--- config.mk ---
export PLATFORM = sky130hd
export DESIGN_NAME = pti_front
export DESIGN_NICKNAME = d
export VERILOG_FILES = /design/src/design/pvt_table_interpolator_macros.svh /design/src/design/pti_pkg.sv /design/src/design/pti_front.sv
export SDC_FILE = /design/constraint.sdc
export NUM_CORES = 1
export LEC_CHECK = 0
export ABC_AREA = 1
export BUFFER_PORTS_ARGS = -buffer_cell sky130_fd_sc_hd__buf_4
export CORE_ASPECT_RATIO = 0.75
export CORE_MARGIN = 3
export CORE_UTILIZATION = 56
export DETAILED_ROUTE_END_ITERATION = 8
export GPL_TIMING_DRIVEN = 1
export PLACE_DENSITY = 0.84
export REMOVE_ABC_BUFFERS = 1
export SETUP_SLACK_MARGIN = 0.5
export SLEW_MARGIN = 20
export SYNTH_ARGS = -nofsm -noshare
export SYNTH_HDL_FRONTEND = slang
export SYNTH_SLANG_ARGS = --single-unit
--- constraint.sdc ---
create_clock -name clk_i -period 20.6 [get_ports clk_i]
set_input_delay 4.12 -clock clk_i [delete_from_list [all_inputs] [get_ports clk_i]]
set_output_delay 4.12 -clock clk_i [all_outputs]
set_load 0.02 [all_outputs]
--- src/design/pvt_table_interpolator_macros.svh ---
`ifndef PVT_TABLE_INTERPOLATOR_MACROS_SVH
`define PVT_TABLE_INTERPOLATOR_MACROS_SVH

// same-cycle implication
`define PTI_ASSERT_IMPL(lbl, clk, rstn, ante, cons) \
  lbl: assert property (@(posedge clk) disable iff (!rstn) (ante) |-> (cons)) \
    else $error("pvt_table_interpolator: assertion failed");

// next-cycle implication
`define PTI_ASSERT_NEXT(lbl, clk, rstn, ante, cons) \
  lbl: assert property (@(posedge clk) disable iff (!rstn) (ante) |=> (cons)) \
    else $error("pvt_table_interpolator: assertion failed");

`endif

--- src/design/pti_pkg.sv ---
package pti_pkg;

  localparam int unsigned P_W             = 32;
  localparam int unsigned P_FRAC          = 8;
  localparam int unsigned ROW_W           = 6;
  localparam int unsigned CFG_W           = 7;
  localparam int unsigned NCOL            = 4;
  localparam int unsigned DEF_TABLE_DEPTH = 64;
  localparam int unsigned DEF_VALUE_WIDTH = 32;

  typedef enum logic [1:0] {
    KIND_WRITE,
    KIND_WRITE_BAD,
    KIND_QUERY
  } kind_e;

  typedef enum logic [3:0] {
    ST_IDLE,
    ST_SRCH,
    ST_SWAIT,
    ST_RD0,
    ST_RD1,
    ST_RD2,
    ST_MUL,
    ST_DLS,
    ST_DS,
    ST_DLV,
    ST_DV,
    ST_FIN,
    ST_OUT
  } state_e;

  typedef struct packed {
    logic load;
    logic mul;
    logic mul_bit;
    logic div_load;
    logic div_slope;
    logic div_step;
    logic cap_slope;
    logic cap_value;
  } lane_ctrl_t;

  typedef struct packed {
    logic busy;
    logic pop;
  } back_stat_t;

endpackage

--- src/design/pti_front.sv ---
module pti_front #(
  parameter int unsigned TABLE_DEPTH = 64,
  parameter int unsigned VALUE_WIDTH = 32
) (
  input  logic                     clk_i,
  input  logic                     rst_ni,
  input  logic                     s_axis_tvalid,
  output logic                     s_axis_tready,
  input  logic [((pti_pkg::ROW_W + pti_pkg::P_W + pti_pkg::NCOL * VALUE_WIDTH + 7) / 8) * 8 - 1:0]
                                   s_axis_tdata,
  input  logic                     s_axis_tuser,
  input  pti_pkg::back_stat_t      stat_i,
  output logic                     q_valid_o,
  output pti_pkg::kind_e           q_kind_o,
  output logic [pti_pkg::ROW_W-1:0] q_row_o,
  output logic [pti_pkg::P_W-1:0]  q_p_o,
  output logic [pti_pkg::NCOL*VALUE_WIDTH-1:0] q_vals_o
);
  import pti_pkg::*;

  localparam int unsigned VW     = VALUE_WIDTH;
  localparam int unsigned QDEPTH = 2;

  logic [1:0]           cnt_q, cnt_d;
  logic                 wp_q, rp_q;
  kind_e                kind_q [QDEPTH];
  logic [ROW_W-1:0]     row_q  [QDEPTH];
  logic [P_W-1:0]       p_q    [QDEPTH];
  logic [NCOL*VW-1:0]   v_q    [QDEPTH];
  kind_e                kind_in;
  logic                 push;
  logic [ROW_W-1:0]     row_in;

  assign row_in        = s_axis_tdata[ROW_W-1:0];
  assign s_axis_tready = cnt_q != 2'(QDEPTH);
  assign push          = s_axis_tvalid && s_axis_tready;

  always_comb begin
    if (s_axis_tuser) begin
      kind_in = KIND_QUERY;
    end else if (32'(row_in) < TABLE_DEPTH) begin
      kind_in = KIND_WRITE;
    end else begin
      kind_in = KIND_WRITE_BAD;
    end
  end

  always_comb begin
    cnt_d = cnt_q;
    if (push && !stat_i.pop) begin
      cnt_d = cnt_q + 2'd1;
    end else if (!push && stat_i.pop) begin
      cnt_d = cnt_q - 2'd1;
    end
  end

  always_ff @(posedge clk_i or negedge rst_ni) begin
    if (!rst_ni) begin
      cnt_q <= '0;
      wp_q  <= 1'b0;
      rp_q  <= 1'b0;
    end else begin
      cnt_q <= cnt_d;
      if (push) begin
        wp_q <= !wp_q;
      end
      if (stat_i.pop) begin
        rp_q <= !rp_q;
      end
    end
  end

  always_ff @(posedge clk_i) begin
    if (push) begin
      kind_q[wp_q] <= kind_in;
      row_q[wp_q]  <= row_in;
      p_q[wp_q]    <= s_axis_tdata[ROW_W +: P_W];
      v_q[wp_q]    <= s_axis_tdata[ROW_W + P_W +: NCOL*VW];
    end
  end

  assign q_valid_o = cnt_q != 2'd0;
  assign q_kind_o  = kind_q[rp_q];
  assign q_row_o   = row_q[rp_q];
  assign q_p_o     = p_q[rp_q];
  assign q_vals_o  = v_q[rp_q];

endmodule

Word-level counts from Yosys, hierarchy flattened
Memory sizes are Yosys's and may differ from the RTL's.
Index checks and enable logic that the tools add are counted.
{ "classes": {"eq_ne": 1, "mux": 5, "addsub": 2, "reduce_logical": 9} }
{ "ops": {"columns": ["op", "count"], "rows": [
  ["2-bit two-way mux", 3],
  ["1-bit logical NOT", 4],
  ["2-bit nonzero test", 2],
  ["1-bit logical AND", 3],
  ["2-bit by 1-bit adder with 2-bit output, second input constant", 1],
  ["1-bit two-way mux", 2],
  ["2-bit inequality test, second input constant", 1],
  ["2-bit by 1-bit subtractor with 2-bit output, second input constant", 1]
]} }
{ "word_totals": {"ramBits": 336, "ff_bits": 4, "memories": 4, "input_bits": 174, "output_inout_bits": 170, "word_cells": 24} }
{ "mem_list": {"columns": ["memory", "depth", "width", "read_ports", "rd_ports_with_merged_regs", "wr", "line_no", "text"], "rows": [
  ["v_q", 2, 128, 1, 0, 1, "pti_front.sv:29", "logic [NCOL*VW-1:0] v_q [QDEPTH];"],
  ["p_q", 2, 32, 1, 0, 1, "pti_front.sv:28", "logic [P_W-1:0] p_q [QDEPTH];"],
  ["row_q", 2, 6, 1, 0, 1, "pti_front.sv:27", "logic [ROW_W-1:0] row_q [QDEPTH];"],
  ["kind_q", 2, 2, 1, 0, 1, "pti_front.sv:26", "kind_e kind_q [QDEPTH];"]
]} }

Logic depth before layout (Yosys ltp)
Gate-level depths: netlist (run 1).
{ "logic_depth": {"word_depth": 6, "mapped_depth": 10, "mapped_depth_nobuf": 10} }

Least setup slack after synthesis (run 1)
OpenSTA, ideal clock, no wires.
{ "synth_path": {"kind": "input -> register", "start": "in s_axis_tvalid", "end": "mem kind_q[0][1] in the netlist's numbering (enable)", "t_arrival_ns": 11.164, "stages": 2, "path_slack_ns": 8.739, "path_cell_list": "nand2_1 nor2_1"} }
{ "synth_via": {"elab_chain_len": 3} }
{ "synth_rtl": {"columns": ["item", "line_no", "text"], "rows": [
  ["start, declared", "pti_front.sv:7", "input logic s_axis_tvalid,"],
  ["1-bit logical AND", "pti_front.sv:36", "assign push = s_axis_tvalid && s_axis_tready;"],
  ["1-bit two-way mux", "pti_front.sv:74", "if (push) begin"],
  ["1-bit two-way mux (implied by the code)", "pti_front.sv:75", "kind_q[wp_q] <= kind_in;"],
  ["end, declared", "pti_front.sv:26", null]
]} }
No other way between the ends.

Worst setup path after layout (run 1)
{ "layout_path": {"start": "reg rp_q", "end": "out q_p_o[11] in the netlist's numbering"} }
{ "layout_via": {"elab_chain_len": 1} }
{ "layout_rtl": {"columns": ["item", "line_no", "text"], "rows": [
  ["start, declared", "pti_front.sv:25", "logic wp_q, rp_q;"],
  ["start signal, assigned", "pti_front.sv:68", "rp_q <= !rp_q;"],
  ["memory 2 x 32 bit", null, null],
  ["end, declared", "pti_front.sv:16", "output logic [pti_pkg::P_W-1:0] q_p_o,"]
]} }
No other way between the ends.

==> results.toml, run 1 <==
[grt]
grt_antenna_before_repair = 0
track_usage_pct = 20.48
grt_pass1_vias = 6776
globalRoute.totalOverflow = 0
grt_pass1_wl_um = 38500
grt_max_degree = 78

[placed_design]
dp_cells = 1167
io_buffer_count = 339
place_congestion = 0.7020
dpl_cell_area_um2 = 15480
dp_hpwl_um = 17400
place_ws_ps = 13730

[drt]
drc = 0
post_drt_wl_per_cell_um = 21.51
vias_per_cell = 5.239
num_vias = 6397
drtIter0Drc = 282
drt-pass1-iter-count = 4
final_antenna_net_count = 0
routed_wirelength_um = 26260

[critical_path]
max_stage_delay_ps = 1130
critPathLaunchType = "flip-flop"
worstRegToRegCells = 5
critPathCapture = "q_p_o[11]"
setup.worst_path.class = "reg2out"
cp_top_family = "flip-flops"
r2r_end = "v_q[1][26]"
crit_buf_inv = 2
crit_path_start = "rp_q"
endpoint_kind = "output pin"
rrSetupSlack_ps = 17880
cp_cell_sequence = "buf_4 -> mux2_2 -> buf_4"
crit_arrival_ps = 3270
crit_fanout = 67
cp.required_ps = 16480
cp.depth = 3
cpMostUsedCell = "buf_4"
critPathSlowestCell = "dfrtp_4"
r2r-start = "cnt_q[0]"

[final_layout]
fillers = 1260
finalNetCount = 1081
area_delta_synth_final_pct = 29.60
insertedDiodeCount = 0
utilization_pct = 74.24
stdcell_area_um2 = 16460
seqCellArea_um2 = 10130
multiInputGateArea_um2 = 2362
fin_cells = 1221
drive_gt1_share_pct = 59.98

[cts]
post_cts_buffers = 0
cts-hold-fix-buffers = 0
cts_tree = "done"
cts_buffers = 31
htreeDepth = 1
clock_sinks = 338
path_clk_slew_ps = 60
cts_root_buffer = "clkbuf_16"
clock_latency_ps = 550
cts_buffer_depth = 3
cts-resized-gates = 0

[pwr]
finalPower_mw = 2.463
power_density_nw_per_um2 = 149.7
vdd_ir_drop_max_v = 0.0001306
p_leak_nw = 6.465

[synthesis]
synth_top_cell_by_area = "edfxtp_1"
synth_warnings = 0
synth.area.top_cells = "edfxtp_1, mux2_4, mux2_2, buf_6, dfrtp_1"
avgSynthCellArea_um2 = 23.17
synthDistinctLibCells = 16
netlist_area_um2 = 12700
synthesis.instances = 548
synth_top_area_share_pct = 78.98
yosysSeqAreaShare_pct = 79.76
synth-seq-cells = 338

[timing]
slew_viol_final = 0
period_share_pct = 35.88
max_slew_margin_pct = 26.28
period_minus_slack_ps = 7392
hold_viol_final = 0
tightest_slew_ps = 1106
fin_hold_ws_ps = 517.6
rsz0062_at_grt = "no"
fmax_mhz = 135.3
report.final.setup_viol = 0
layout_setup_ws_ps = 13210
worst_clock_skew_ps = 7.854
tns_ps = 0

[floorplanning]
initial_core_util_pct = 57.28
coreArea_um2 = 22170
die-area_um2 = 24540
die_h_um = 136.4
die_w_um = 179.9
rows = 47
io_pins = 344

[min_path]
hp-class = "reg2reg"

[status]
run_status = "completed"

[job]
cap_viol_max_count = 0
## cells in the mapped netlist
master and count:
buf_2 4, nand3_1 1, inv_1 7, dfrtp_1 4, nand2_1 7, nor2_1 2
buf_6 15, mux2_4 101, buf_4 1, ha_1 1, nand4_1 1, edfxtp_1 334
xnor2_1 1, xor2_1 2, mux2_2 66, conb_1 1
## routing by layer
layer	share of wire, %	wire length, µm	vias to the layer above	GRT usage, %
met5	0	0	-	0
met4	2.3	614	0	4.766
met3	11	2909	43	9.575
met2	51	13270	285	35.52
met1	36	9468	3195	23.46
li1	-	-	2874	-
## where the power goes
part / internal (mW) / switching [mW] / total [mW] / leakage, nW
Sequential: 0.942 / 0.0688 / 1.01 / 3.15
Combinational: 0.424 / 0.473 / 0.896 / 2.83
Clock: 0.323 / 0.233 / 0.556 / 0.481
Total: 1.69 / 0.774 / 2.46 / 6.47
## registers in the layout, indices dropped and copies added (netlist names)
register / cells
kind_q: 2
p_q: 64
row_q: 12
wp_q: 1
v_q: 256
cnt_q: 2
rp_q: 1
## cells in the final DEF (no fill, tap or decap), types with 2 or more instances in the layout
cell type	netlist	layout
buf_4	1	345
bufinv_16	0	4
clkbuf_1	0	5
clkbuf_16	0	31
clkinv_1	0	8
clkinv_2	0	5
dfrtp_1	4	3
edfxtp_1	334	334
inv_1	7	7
mux2_2	66	66
mux2_4	101	101
nand2_1	7	7
nor2_4	0	2
xor2_1	2	2
## worst min-delay path: stages, from the launching register on
cell and delay [ps]:
dfrtp_1 370, nand2_1 70, nand2_1 50
## final cells by class
type	instances	area share, %
Clock buffer	36	4.827
Tap cell	294	2.235
Sequential cell	338	61.57
Multi-Input combinational cell	183	14.35
Timing Repair Buffer	345	15.74
Clock inverter	18	1.118
Inverter	7	0.1596
## worst min path at each step
| stage | from | endpoint | slack [ps] | cells past startpoint |
|---|---|---|---|---|
| floorplan | cnt_q[1] | cnt_q[1] | 460 | 2 |
| global placement | cnt_q[0] | cnt_q[0] | 490 | 1 |
| detailed placement | cnt_q[1] | cnt_q[1] | 490 | 2 |
| CTS | cnt_q[1] | cnt_q[1] | 510 | 2 |
| global route | cnt_q[1] | cnt_q[1] | 530 | 2 |
| finish | cnt_q[1] | cnt_q[1] | 520 | 2 |
## cell families after synthesis
group | count (synthesis) | synth area share, %
xor gates and xnor gates | 3 | 0.2069
adders and majority gates | 1 | 0.09851
buffers and inverters | 27 | 1.754
DFF | 338 | 79.76
muxes | 167 | 17.79
other | 1 | 0.02953
and+or+nand+nor | 11 | 0.3547
Power figures use the tool's default switching activity.
==> run 2: changes to the inputs <==
--- a/config.mk
+++ b/config.mk
@@ -5,14 +5,14 @@
 export SDC_FILE = /design/constraint.sdc
 export NUM_CORES = 1
 export LEC_CHECK = 0
-export ABC_AREA = 1
+export ABC_AREA = 0
 export BUFFER_PORTS_ARGS = -buffer_cell sky130_fd_sc_hd__buf_4
 export CORE_ASPECT_RATIO = 0.75
 export CORE_MARGIN = 3
-export CORE_UTILIZATION = 56
+export CORE_UTILIZATION = 47
 export DETAILED_ROUTE_END_ITERATION = 8
 export GPL_TIMING_DRIVEN = 1
-export PLACE_DENSITY = 0.84
+export PLACE_DENSITY = 0.76
 export REMOVE_ABC_BUFFERS = 1
 export SETUP_SLACK_MARGIN = 0.5
 export SLEW_MARGIN = 20
==> constraint.sdc (replaced) <==
create_clock -name clk_i -period 6 [get_ports clk_i]
set_input_delay 1.2 -clock clk_i [delete_from_list [all_inputs] [get_ports clk_i]]
set_output_delay 1.2 -clock clk_i [all_outputs]
set_load 0.02 [all_outputs]
==> results.toml, run 2 <==
[status]
run_status = "completed"

[timing]
report.final.setup_viol = 0
slew_viol_final = 0
worst_clock_skew_ps = 11.39
hold_viol_final = 0
rsz0062_at_grt = "no"
fin_hold_ws_ps = 436.5
period_share_pct = 65.52
max_slew_margin_pct = 30.85
tightest_slew_ps = 1037
fmax_mhz = 254.4
layout_setup_ws_ps = 2069
period_minus_slack_ps = 3931

[floorplanning]
die-area_um2 = 29010
coreArea_um2 = 26230
rows = 51
die_w_um = 195.7
die_h_um = 148.3
io_pins = 344
initial_core_util_pct = 48.36

[critical_path]
rrSetupSlack_ps = 3460
setup.worst_path.class = "reg2out"
critPathLaunchType = "flip-flop"
cp_cell_sequence = "buf_4 -> mux2_2 -> buf_4"
cp.required_ps = 4800
crit_buf_inv = 2
max_stage_delay_ps = 780
critPathSlowestCell = "dfrtp_4"
r2r-start = "cnt_q[0]"
r2r_end = "v_q[1][61]"
endpoint_kind = "output pin"
worstRegToRegCells = 3
cp_top_family = "buffers and inverters"
crit_arrival_ps = 2730
cpMostUsedCell = "buf_4"
crit_fanout = 52

[drt]
drc = 0
num_vias = 6224
drtIter0Drc = 217
drt-pass1-iter-count = 4
routed_wirelength_um = 25110
final_antenna_net_count = 0
vias_per_cell = 4.916
post_drt_wl_per_cell_um = 19.84

[cts]
cts_buffer_depth = 3
htreeDepth = 1
cts_root_buffer = "clkbuf_16"
post_cts_buffers = 0
cts-resized-gates = 0
cts_tree = "done"
clock_sinks = 338
cts_buffers = 31
path_clk_slew_ps = 60
cts-hold-fix-buffers = 0
clock_latency_ps = 550

[synthesis]
synth_common_cells = "edfxtp_1, mux2_4, mux2_2, buf_6"
yosysSeqAreaShare_pct = 79.87
yosysMostFrequentCell = "edfxtp_1"
netlist_area_um2 = 12680
synthArstFlopShare_pct = 1.183
synth_edf_count = 334
synth.area.top_cells = "edfxtp_1, mux2_4, mux2_2, buf_6, dfrtp_1"
avgSynthCellArea_um2 = 23.49
synth_warnings = 0
synth_top_flop_cell = "edfxtp_1"
synthesis.instances = 540
synth_top_cell_by_area = "edfxtp_1"
synthDistinctLibCells = 17
synth_top_area_share_pct = 79.08
synth-seq-cells = 338

[pwr]
vdd_ir_drop_max_v = 0.0004677
finalPower_mw = 8.321
power_density_nw_per_um2 = 505.2
p_leak_nw = 6.407

[final_layout]
finalNetCount = 1073
reg.largest.list = "v_q (256), p_q (64), row_q (12)"
layout_commonest_cell = "buf_4"
utilization_pct = 62.80
area_delta_synth_final_pct = 29.86
largest_reg_flops = 256
insertedDiodeCount = 0
fin_cells = 1266
drive_gt1_share_pct = 59.98
largest_register = "v_q"
mostFrequentLayoutCells = "buf_4, edfxtp_1, mux2_4, mux2_2, clkbuf_16"

[placed_design]
io_buffer_count = 339
place_congestion = 0.7345
place_ws_ps = 2617
dp_cells = 1209
dp_hpwl_um = 16870

[grt]
globalRoute.totalOverflow = 0
track_usage_pct = 16.33
grt_pass1_wl_um = 37050
grt_antenna_before_repair = 0
grt_max_degree = 117
grt_pass1_vias = 6444

[min_path]
hp-class = "in2async"

[job]
cap_viol_max_count = 0
[run 2: worst max-delay path by stage]
stage	start	end	slack [ps]	cells after the start
final	rp_q	q_vals_o[116]	2070	3
after global routing	rp_q	q_vals_o[116]	1960	3
after CTS	rp_q	q_vals_o[116]	2010	3
after detailed placement	rp_q	q_vals_o[116]	2620	3
after global placement	rp_q	q_p_o[20]	2620	3
after floorplan	s_axis_tvalid	kind_q[0][1]	-2920	2
[run 2: cell families (layout without fill, tap and decap cells)]
logic type    after synthesis  after routing  synth area share (%)
fa+ha+maj                   1              1               0.09863
mux                       167            167                 17.82
other cells                 1              1               0.02957
simple gates                6              6                0.2368
xor+xnor                    5              5                0.3453
flops                     338            338                 79.87
buf+inv                    22            404                 1.608
[run 2: metal layers]
layer,wire [µm],up-vias,GRT usage [%]
li1,-,2860,-
met1,9997,3051,20.75
met2,11470,271,25.75
met3,3125,42,7.813
met4,521,0,3.776
met5,0,-,0
[run 2: where the power goes]
| part | total (mW) | internal [mW] | switching (mW) |
|---|---|---|---|
| logic | 3.14 | 1.47 | 1.67 |
| clock network | 1.79 | 0.989 | 0.798 |
| registers | 3.40 | 3.23 | 0.169 |
[run 2: cell type report]
| type | instances | area, µm² |
|---|---|---|
| multi-input cells | 180 | 2362 |
| well taps | 344 | 430.4 |
| inverters | 2 | 7.507 |
| flip-flops and latches | 338 | 10130 |
| clock buffers | 41 | 813.3 |
| fillers | 1870 | 9756 |
| clock inverters | 16 | 96.34 |
| repair buffers | 345 | 2628 |
[run 2: metrics by stage]
| stage | setup TNS (ps) | instance area [µm²] |
|---|---|---|
| 2_1_floorplan | -640380 | 12490 |
| 3_3_place_gp | 0 | 15560 |
| 3_5_place_dp | 0 | 15560 |
| 4_1_cts | 0 | 16470 |
| 5_1_grt | 0 | 16470 |
| 6_report | 0 | 16470 |
